--- config.mk ---
export PLATFORM = sky130hd
export DESIGN_NAME = dict_index_line_parser_core
export DESIGN_NICKNAME = d
export VERILOG_FILES = /design/src/hw/rtl/dilp_pkg.sv /design/src/hw/rtl/dilp_parse_step.sv /design/src/hw/rtl/dict_index_line_parser_core.sv
export SDC_FILE = /design/constraint.sdc
export NUM_CORES = 1
export LEC_CHECK = 0
export ABC_CLOCK_PERIOD_IN_PS = 7800
export BUFFER_PORTS_ARGS = -buffer_cell sky130_fd_sc_hd__buf_2
export CAP_MARGIN = 20
export CORE_ASPECT_RATIO = 1.25
export CORE_MARGIN = 2
export CORE_UTILIZATION = 50
export CTS_CLUSTER_DIAMETER = 100
export DETAILED_ROUTE_END_ITERATION = 8
export PLACE_DENSITY = 0.71
export SETUP_SLACK_MARGIN = 0.05
export SLEW_MARGIN = 0
export SYNTH_ARGS = -nofsm -noshare
export SYNTH_HDL_FRONTEND = slang
export SYNTH_HIERARCHICAL = 1
export SYNTH_SLANG_ARGS = --single-unit
export TNS_END_PERCENT = 100
--- constraint.sdc ---
create_clock -name clk -period 7.8 [get_ports clk]
set_input_delay 0.39 -clock clk [delete_from_list [all_inputs] [get_ports clk]]
set_output_delay 0.39 -clock clk [all_outputs]
set_load 0.02 [all_outputs]
--- src/hw/rtl/dilp_pkg.sv ---
// Shared types, constants and base64 digit lookup for the index line parser.
`default_nettype none

package dilp_pkg;

    typedef enum logic [1:0] {
        FIELD_WORD   = 2'd0,
        FIELD_OFFSET = 2'd1,
        FIELD_SIZE   = 2'd2
    } field_sel_t;

    localparam logic       KIND_WORD   = 1'b0;
    localparam logic       KIND_RECORD = 1'b1;

    localparam logic [7:0] BYTE_TAB    = 8'h09;
    localparam logic [7:0] BYTE_NL     = 8'h0A;
    localparam logic [6:0] DIGIT_MISS  = 7'd64;
    localparam logic [7:0] LEN_MAX     = 8'd255;

    typedef struct packed {
        logic        kind;
        logic [7:0]  word_byte;
        logic [7:0]  word_len;
        logic [31:0] offset;
        logic [31:0] size;
    } dilp_result_t;

    // Map one byte through the standard base64 alphabet; anything else is 64.
    function automatic logic [6:0] dilp_digit(input logic [7:0] b);
        logic [6:0] d;
        d = DIGIT_MISS;
        if (b >= 8'h41 && b <= 8'h5A)
        begin
            d = 7'(b - 8'h41);
        end
        else if (b >= 8'h61 && b <= 8'h7A)
        begin
            d = 7'(b - 8'h61 + 8'd26);
        end
        else if (b >= 8'h30 && b <= 8'h39)
        begin
            d = 7'(b - 8'h30 + 8'd52);
        end
        else if (b == 8'h2B)
        begin
            d = 7'd62;
        end
        else if (b == 8'h2F)
        begin
            d = 7'd63;
        end
        return d;
    endfunction

endpackage

`default_nettype wire

--- src/hw/rtl/dilp_parse_step.sv ---
// Combinational parse step: next field, counters, accumulators and result for one byte.
`default_nettype none

module dilp_parse_step
    import dilp_pkg::*;
#(
    parameter int ACC_WIDTH = 32
)
(
    input  wire logic [7:0]           byte_in,
    input  wire field_sel_t           field_cur,
    input  wire logic [7:0]           word_len_cur,
    input  wire logic [ACC_WIDTH-1:0] offset_cur,
    input  wire logic [ACC_WIDTH-1:0] size_cur,
    output field_sel_t                field_nxt,
    output logic [7:0]                word_len_nxt,
    output logic [ACC_WIDTH-1:0]      offset_nxt,
    output logic [ACC_WIDTH-1:0]      size_nxt,
    output logic                      has_result,
    output dilp_result_t              result
);

    logic                 is_tab;
    logic                 is_nl;
    logic [6:0]           digit;
    logic [7:0]           len_sat;
    logic [ACC_WIDTH-1:0] offset_acc;
    logic [ACC_WIDTH-1:0] size_acc;

    assign is_tab     = (byte_in == BYTE_TAB);
    assign is_nl      = (byte_in == BYTE_NL);
    assign digit      = dilp_digit(byte_in);
    assign len_sat    = (word_len_cur == LEN_MAX) ? word_len_cur : word_len_cur + 8'd1;
    // acc * 64 + digit, wrapping at the accumulator width
    assign offset_acc = (offset_cur << 6) + ACC_WIDTH'(digit);
    assign size_acc   = (size_cur << 6) + ACC_WIDTH'(digit);

    always_comb
    begin
        field_nxt = field_cur;
        unique case (field_cur)
            FIELD_WORD:
            begin
                if (is_tab)
                begin
                    field_nxt = FIELD_OFFSET;
                end
            end
            FIELD_OFFSET:
            begin
                if (is_tab)
                begin
                    field_nxt = FIELD_SIZE;
                end
            end
            default:
            begin
                if (is_nl)
                begin
                    field_nxt = FIELD_WORD;
                end
            end
        endcase
    end

    always_comb
    begin
        word_len_nxt = word_len_cur;
        offset_nxt   = offset_cur;
        size_nxt     = size_cur;
        has_result   = 1'b0;
        result       = '0;
        unique case (field_cur)
            FIELD_WORD:
            begin
                if (!is_tab)
                begin
                    word_len_nxt     = len_sat;
                    has_result       = 1'b1;
                    result.kind      = KIND_WORD;
                    result.word_byte = byte_in;
                    result.word_len  = len_sat;
                end
            end
            FIELD_OFFSET:
            begin
                if (!is_tab)
                begin
                    offset_nxt = offset_acc;
                end
            end
            default:
            begin
                if (!is_nl)
                begin
                    size_nxt = size_acc;
                end
                else
                begin
                    has_result      = 1'b1;
                    result.kind     = KIND_RECORD;
                    result.word_len = word_len_cur;
                    result.offset   = 32'(offset_cur);
                    result.size     = 32'(size_cur);
                    // record done: back to the reset state
                    word_len_nxt    = '0;
                    offset_nxt      = '0;
                    size_nxt        = '0;
                end
            end
        endcase
    end

endmodule

`default_nettype wire

--- src/hw/rtl/dict_index_line_parser_core.sv ---
// An input transfer loads the input register; once the result register is free,
// the parse step takes that byte and any result goes into the result register.
// Throughput: one byte per cycle; an input register and a result register
// with stall-aware advance let a byte enter every cycle while out_ready is high.
// Tabs and numeric digits yield no result; a line's closing newline yields a record.
// Reset (rst_n low, asynchronous): both stages empty, headword field, counters zero.
`default_nettype none

module dict_index_line_parser_core
    import dilp_pkg::*;
#(
    parameter int ACC_WIDTH = 32
)
(
    input  wire logic        clk,
    input  wire logic        rst_n,
    input  wire logic        in_valid,
    output logic             in_ready,
    input  wire logic [7:0]  in_byte,
    output logic             out_valid,
    input  wire logic        out_ready,
    output logic             result_kind,
    output logic [7:0]       headword_byte,
    output logic [7:0]       headword_length,
    output logic [31:0]      offset_value,
    output logic [31:0]      size_value
);

    logic                 s1_valid_reg;
    logic                 s1_valid_next;
    logic [7:0]           s1_byte_reg;
    logic                 out_valid_reg;
    logic                 out_valid_next;
    dilp_result_t         out_data_reg;

    field_sel_t           field_reg;
    field_sel_t           field_next;
    logic [7:0]           word_len_reg;
    logic [7:0]           word_len_next;
    logic [ACC_WIDTH-1:0] offset_reg;
    logic [ACC_WIDTH-1:0] offset_next;
    logic [ACC_WIDTH-1:0] size_reg;
    logic [ACC_WIDTH-1:0] size_next;

    logic                 out_free;
    logic                 s1_adv;
    logic                 in_xfer;
    logic                 step_has_result;
    dilp_result_t         step_result;

    dilp_parse_step #(
        .ACC_WIDTH(ACC_WIDTH)
    ) u_step (
        .byte_in     (s1_byte_reg),
        .field_cur   (field_reg),
        .word_len_cur(word_len_reg),
        .offset_cur  (offset_reg),
        .size_cur    (size_reg),
        .field_nxt   (field_next),
        .word_len_nxt(word_len_next),
        .offset_nxt  (offset_next),
        .size_nxt    (size_next),
        .has_result  (step_has_result),
        .result      (step_result)
    );

    assign out_free = !out_valid_reg || out_ready;
    assign s1_adv   = s1_valid_reg && out_free;
    assign in_ready = !s1_valid_reg || out_free;
    assign in_xfer  = in_valid && in_ready;

    assign s1_valid_next  = in_xfer || (s1_valid_reg && !s1_adv);
    assign out_valid_next = (out_valid_reg && !out_ready) || (s1_adv && step_has_result);

    always_ff @(posedge clk or negedge rst_n)
    begin
        if (!rst_n)
        begin
            s1_valid_reg  <= 1'b0;
            out_valid_reg <= 1'b0;
            field_reg     <= FIELD_WORD;
            word_len_reg  <= '0;
            offset_reg    <= '0;
            size_reg      <= '0;
        end
        else
        begin
            s1_valid_reg  <= s1_valid_next;
            out_valid_reg <= out_valid_next;
            if (s1_adv)
            begin
                field_reg    <= field_next;
                word_len_reg <= word_len_next;
                offset_reg   <= offset_next;
                size_reg     <= size_next;
            end
        end
    end

    always_ff @(posedge clk)
    begin
        if (in_xfer)
        begin
            s1_byte_reg <= in_byte;
        end
        if (s1_adv && step_has_result)
        begin
            out_data_reg <= step_result;
        end
    end

    assign out_valid       = out_valid_reg;
    assign result_kind     = out_data_reg.kind;
    assign headword_byte   = out_data_reg.word_byte;
    assign headword_length = out_data_reg.word_len;
    assign offset_value    = out_data_reg.offset;
    assign size_value      = out_data_reg.size;

endmodule

`default_nettype wire

# After elaboration in Yosys (flattened, before gate mapping)
# Cells that the tools add are included.
[totals] out_inout_bits=83 ff_bits=165 wordCells=91 in_bits=12
[classes] n_bitwise=4 eq_ne=10 mux=24 order_cmp=6 n_reduce_logical=27 add_sub_neg=8
[op_table] cell="2-to-1 mux 32 bit" count=3
[op_table] cell="2-to-1 mux 72 bit" count=1
[op_table] cell="adder 32 x 7 -> 32 bit" count=2
[op_table] cell="one-hot mux 32 bit (2 select lines)" count=1
[op_table] cell="2-to-1 mux 7 bit" count=5
[op_table] cell="2-to-1 mux 8 bit" count=4
[op_table] cell="one-hot mux 8 bit (2 select lines)" count=2
[op_table] cell="equality test 8 x 4 -> 1 bit, second input constant" count=2
[op_table] cell="equality test 8 x 6 -> 1 bit, second input constant" count=2
[op_table] cell="greater-or-equal comparator 8 x 7 -> 1 bit, second input constant" count=2
[op_table] cell="less-or-equal comparator 8 x 7 -> 1 bit, second input constant" count=2
[op_table] cell="subtractor 7 bit, second input constant" count=2
[op_table] cell="AND reduction 4 bit" count=3
[op_table] cell="adder 8 x 1 -> 8 bit, second input constant" count=1
[op_table] cell="equality test 8 bit, second input constant" count=1
[op_table] cell="greater-or-equal comparator 8 x 6 -> 1 bit, second input constant" count=1
[op_table] cell="less-or-equal comparator 8 x 6 -> 1 bit, second input constant" count=1
[op_table] cell="logical AND 1 bit" count=8
[op_table] cell="adder 7 x 5 -> 7 bit, second input constant" count=1
[op_table] cell="adder 7 x 6 -> 7 bit, second input constant" count=1
[op_table] cell="subtractor 7 x 6 -> 7 bit, second input constant" count=1
[op_table] cell="2-to-1 mux 2 bit" count=3
[op_table] cell="zero test 1 bit" count=4
[op_table] cell="logical OR 1 bit" count=4
[op_table] cell="other kinds (13)" count=22

# Longest topological paths before layout
[depth] depth_word=9 mapped_depth=19 mapped_depth_nobuf=16

# Hierarchy
# The synthesis kept the hierarchy.
[modules_own_cells] mod="dict_index_line_parser_core" area_each_um2=5838.1 n_inst=1 cells_each=256
[modules_own_cells] mod="dilp_parse_step" area_each_um2=3079.2 n_inst=1 cells_each=514

# Worst setup path after synthesis
# Ideal clock, no wire load.
[synth_timing] path_kind="register -> register" from="register s1_byte_reg[2]" to="register out_data_reg, in the netlist headword_byte[0] (enable)" n_path_buf=2 path_slack_ps=2178 required_time_ps=7279 path_stages_with_launch=13 arrival_ps=5102 cell_sequence="edfxtp_1 buf_6 inv_1 ha_1 nand2_1 nor2_4 nand2_2 inv_2 buf_4 nor2_2 inv_1 nand2_1 nor2_1"
[synth_between] elab_chain_len=4
[synth_lines] item="from (decl)" line_no="dict_index_line_parser_core.sv:31" source="logic [7:0] s1_byte_reg;"
[synth_lines] item="from (signal assigned)" line_no="dict_index_line_parser_core.sv:104" source="s1_byte_reg <= in_byte;"
[synth_lines] item="equality test 8 x 4 -> 1 bit, on equally long branches" line_no="dilp_parse_step.sv:31, dilp_parse_step.sv:30"
[synth_lines] item="2-to-1 mux 1 bit, on equally long branches" line_no="dilp_parse_step.sv:94, dilp_parse_step.sv:76"
[synth_lines] item="one-hot mux 1 bit (2 select lines) (*)" line_no="dilp_parse_step.sv:73" source="unique case (field_cur)"
[synth_lines] item="via step_has_result" line_no="dict_index_line_parser_core.sv:48" source="logic step_has_result;"
[synth_lines] item="logical AND 1 bit (*)" line_no="dict_index_line_parser_core.sv:106" source="if (s1_adv && step_has_result)"
[synth_lines] item="to (signal assigned)" line_no="dict_index_line_parser_core.sv:108" source="out_data_reg <= step_result;"
[synth_lines] item="to (decl)" line_no="dict_index_line_parser_core.sv:34" source="dilp_result_t out_data_reg;"
# Mark *: on every way through the listed nets, which the timed path passes. The rest lies on a longest branch.
# A chain may end at the register's enable or synchronous reset.

# Worst setup path in the final report
[layout_timing] from="register s1_byte_reg[2]" to="register out_data_reg, in the netlist result_kind (enable)"
# The elaborated chain is that of the path after synthesis.

==> impl_metrics.env <==
export IMPL_drc=0
export IMPL_core_area_um2=17500
export IMPL_synth_area_per_cell_um2=11.58
export IMPL_wl_per_cell_um=17.31
export IMPL_hold_buffers=1
export IMPL_io_pins=95
export IMPL_netlist_instances=770
export IMPL_synth_seq_cells=165
export IMPL_synth_edff_count=89
export IMPL_rr_startpoint="s1_byte_reg[2]$_DFFE_PP_"
export IMPL_clk_pin_slew_ns=0.06
export IMPL_cts_sinks=165
export IMPL_maxSlewViolCount=0
export IMPL_max_cap_viol_count=0
export IMPL_num_rows=54
export IMPL_io_buffers=94
export IMPL_ys_top_cells_by_area="edfxtp_1, dfrtp_1, mux2_4"
export IMPL_drtIter0Drc=483
export IMPL_outcome="completed"
export IMPL_worstHoldPathType="in -> reg"
export IMPL_hold_viol=0
export IMPL_peakVddDrop_v=0.0001232
export IMPL_cp_end_kind="flop"
export IMPL_cts_resized=0
export IMPL_die_h_um=153.3
export IMPL_grt_total_usage_pct=20.99
export IMPL_arrival_ns=4.65
export IMPL_crit_end="result_kind$_DFFE_PP_"
export IMPL_num_vias=6089
export IMPL_synth_main_ff_cell="edfxtp_1"
export IMPL_start_util_pct=50.96
export IMPL_dieArea_um2=18930
export IMPL_yosys_area_top_type="edfxtp_1"
export IMPL_synth_nets=796
export IMPL_grt_pass1_wl_um=31020
export IMPL_min_period_over_period_pct=58.75
export IMPL_numCtsBuffers=17
export IMPL_clockBufferDepth=2
export IMPL_first_global_vias=6038
export IMPL_cts_tree="yes"
export IMPL_yosysSeqAreaShare_pct=51.30
export IMPL_finalSetupViolCount=0
export IMPL_required_ns=7.86
export IMPL_avgViaCountPerCell=5.612
export IMPL_skew_ns=0.007630
export IMPL_cellLeakagePower_nw=4.365
export IMPL_ant_nets=0
export IMPL_startpoint="s1_byte_reg[2]$_DFFE_PP_"
export IMPL_powerDensity_nw_per_um2=262.6
export IMPL_drive_gt1_share_pct=27.06
export IMPL_reg2reg_slack_ns=3.22
export IMPL_reg2reg_depth=12
export IMPL_num_antenna_cells=0
export IMPL_die_w_um=123.4
export IMPL_dpl_hpwl_um=12440
export IMPL_min_period_ns=4.583
export IMPL_wl_um=18780
export IMPL_relSlewSlack_pct=34.53
export IMPL_synth_cell_types=71
export IMPL_synth_warnings=6
export IMPL_cts_root_buf="clkbuf_16"
export IMPL_grt_max_degree=85
export IMPL_grt_overflow=0
export IMPL_finalCoreUtilization_pct=57.34
export IMPL_areaGrowthSynthToFinish_pct=12.53
export IMPL_finalNetCount=874
export IMPL_tns_ns=0
export IMPL_reg2reg_to="result_kind$_DFFE_PP_"
export IMPL_synth_top_cell_area_share_pct=29.97
export IMPL_syn_area_um2=8917
export IMPL_tightest_slew_ns=0.9798
export IMPL_grt_antenna_before_repair=0
export IMPL_cts_setup_buffers=0
export IMPL_place_congestion=0.9013
export IMPL_max_freq_mhz=218.2
export IMPL_rsz0062_at_grt="false"
export IMPL_critPathMaxFanout=51
export IMPL_start_kind="flop"
export IMPL_synthArstFlopShare_pct=46.06
export IMPL_first_pass_iters=5
export IMPL_crit_type="reg -> reg"
export IMPL_htreeDepth=4
export IMPL_clk_latency_ns=0.43
[Yosys cell counts, drive strengths merged (3+ instances only)]
cell    count
mux2       74
o221ai      3
o211ai      3
nor2       52
inv        33
a211oi      3
a31oi       3
nand4       7
o21ai      50
nand2b      6
nand2      71
o31ai       9
clkbuf     21
o22ai      18
a41oi       3
nand3      34
buf        20
edfxtp     89
dfrtp      76
xnor2      26
a22o        5
or2         3
ha         14
and3       56
and2        7
and4        8
and2b       3
a21oi      17
nor3        9
xor2       23
[layout by cell type (no fill, tap or decap), types with 3 or more instances in the layout]
cell,Yosys,final
a22o_1,5,5
nor3_1,9,9
and3_1,55,55
buf_4,3,6
o22ai_1,18,18
buf_2,4,93
and2_1,7,7
o31ai_1,9,9
nand3_1,33,33
nand2_1,68,68
xnor2_1,26,26
nand2b_1,4,4
mux2_2,14,14
inv_1,31,31
a211oi_1,3,3
dfrtp_1,76,75
o21ai_1,6,6
a41oi_1,3,3
edfxtp_1,89,89
clkinv_4,0,4
and4_1,8,8
ha_1,14,14
clkbuf_8,1,3
nor2_1,48,47
a31oi_1,3,3
o221ai_2,3,3
nand4_1,7,7
a21oi_1,16,16
nor2_2,3,3
mux2_4,60,60
o21ai_0,44,44
xor2_1,23,23
clkbuf_16,0,18
[kinds of logic (layout without fill, tap and decap cells)]
| logic type | count (synthesis) | count (layout) | synth area share (%) |
|---|---|---|---|
| compound gates | 126 | 126 | 9.106 |
| buf+inv | 76 | 167 | 5.275 |
| fa+ha+maj | 14 | 14 | 1.964 |
| simple gates | 266 | 266 | 15.67 |
| flops | 165 | 165 | 51.30 |
| xor+xnor | 49 | 49 | 4.813 |
| mux | 74 | 74 | 11.87 |
[metrics by stage]
| stage | hold slack [ns] | cells | instance area (um^2) | total power [mW] | setup slack (ns) |
|---|---|---|---|---|---|
| floorplan | 0.09441 | 770 | 8917 | 1.630 | 2.178 |
| global placement | 0.3936 | 1051 | 9374 | 1.763 | 2.847 |
| detailed placement | 0.3960 | 1051 | 9374 | 1.770 | 2.627 |
| CTS | 0.1203 | 1084 | 10010 | 2.651 | 2.600 |
| global route | 0.1224 | 1085 | 10030 | 2.763 | 2.822 |
| finish | 0.1351 | 1085 | 10030 | 2.635 | 3.217 |
[power by group]
group          leakage [nW]  internal, mW  switching, mW  total (mW)
logic                  2.14         0.228          0.344       0.571
registers              1.92          1.08          0.111        1.19
clock network         0.309         0.523          0.354       0.877
[worst max-delay path, cell delays in order, from the launching register on]
cell and delay [ns]:
edfxtp_1 0.53, inv_1 0.22, ha_1 0.35, nand2_1 0.19, nor2_4 0.76, nand2_2 0.53, inv_2 0.34, nor2_2 0.10
inv_1 0.09, nand2_1 0.09, nor2_4 0.18, buf_12 0.23, buf_4 0.52
[cell type report]
type                            instances  area, um^2
Clock buffer                           21       491.7
Fill cell                            1452        7465
Tap cell                              224       280.3
Multi-Input combinational cell        529        3880
Inverter                               34       127.6
Sequential cell                       165        4576
Clock inverter                         11       138.9
Timing Repair Buffer                  101       540.5
[routing by layer]
layer | vias to the layer above | share of wire [%] | track usage, % | wire length (um)
li1 | 2930 | - | - | -
met1 | 3000 | 45 | 28.13 | 8473
met2 | 133 | 50 | 34.46 | 9404
met3 | 26 | 2.8 | 3.209 | 533
met4 | 0 | 2.0 | 7.359 | 371
met5 | - | 0 | 0 | 0
[worst min-delay path by stage]
stage / from / cells past startpoint / endpoint
after floorplan: rst_n / 0 / field_reg[0]$_DFFE_PN0P_
after global placement: rst_n / 1 / size_reg[13]$_DFFE_PN0P_
after detailed placement: rst_n / 1 / size_reg[13]$_DFFE_PN0P_
after CTS: in_byte[5] / 1 / s1_byte_reg[5]$_DFFE_PP_
after global routing: in_byte[7] / 1 / s1_byte_reg[7]$_DFFE_PP_
final: in_byte[5] / 1 / s1_byte_reg[5]$_DFFE_PP_
No activity file was read; power rests on OpenSTA's default activity.
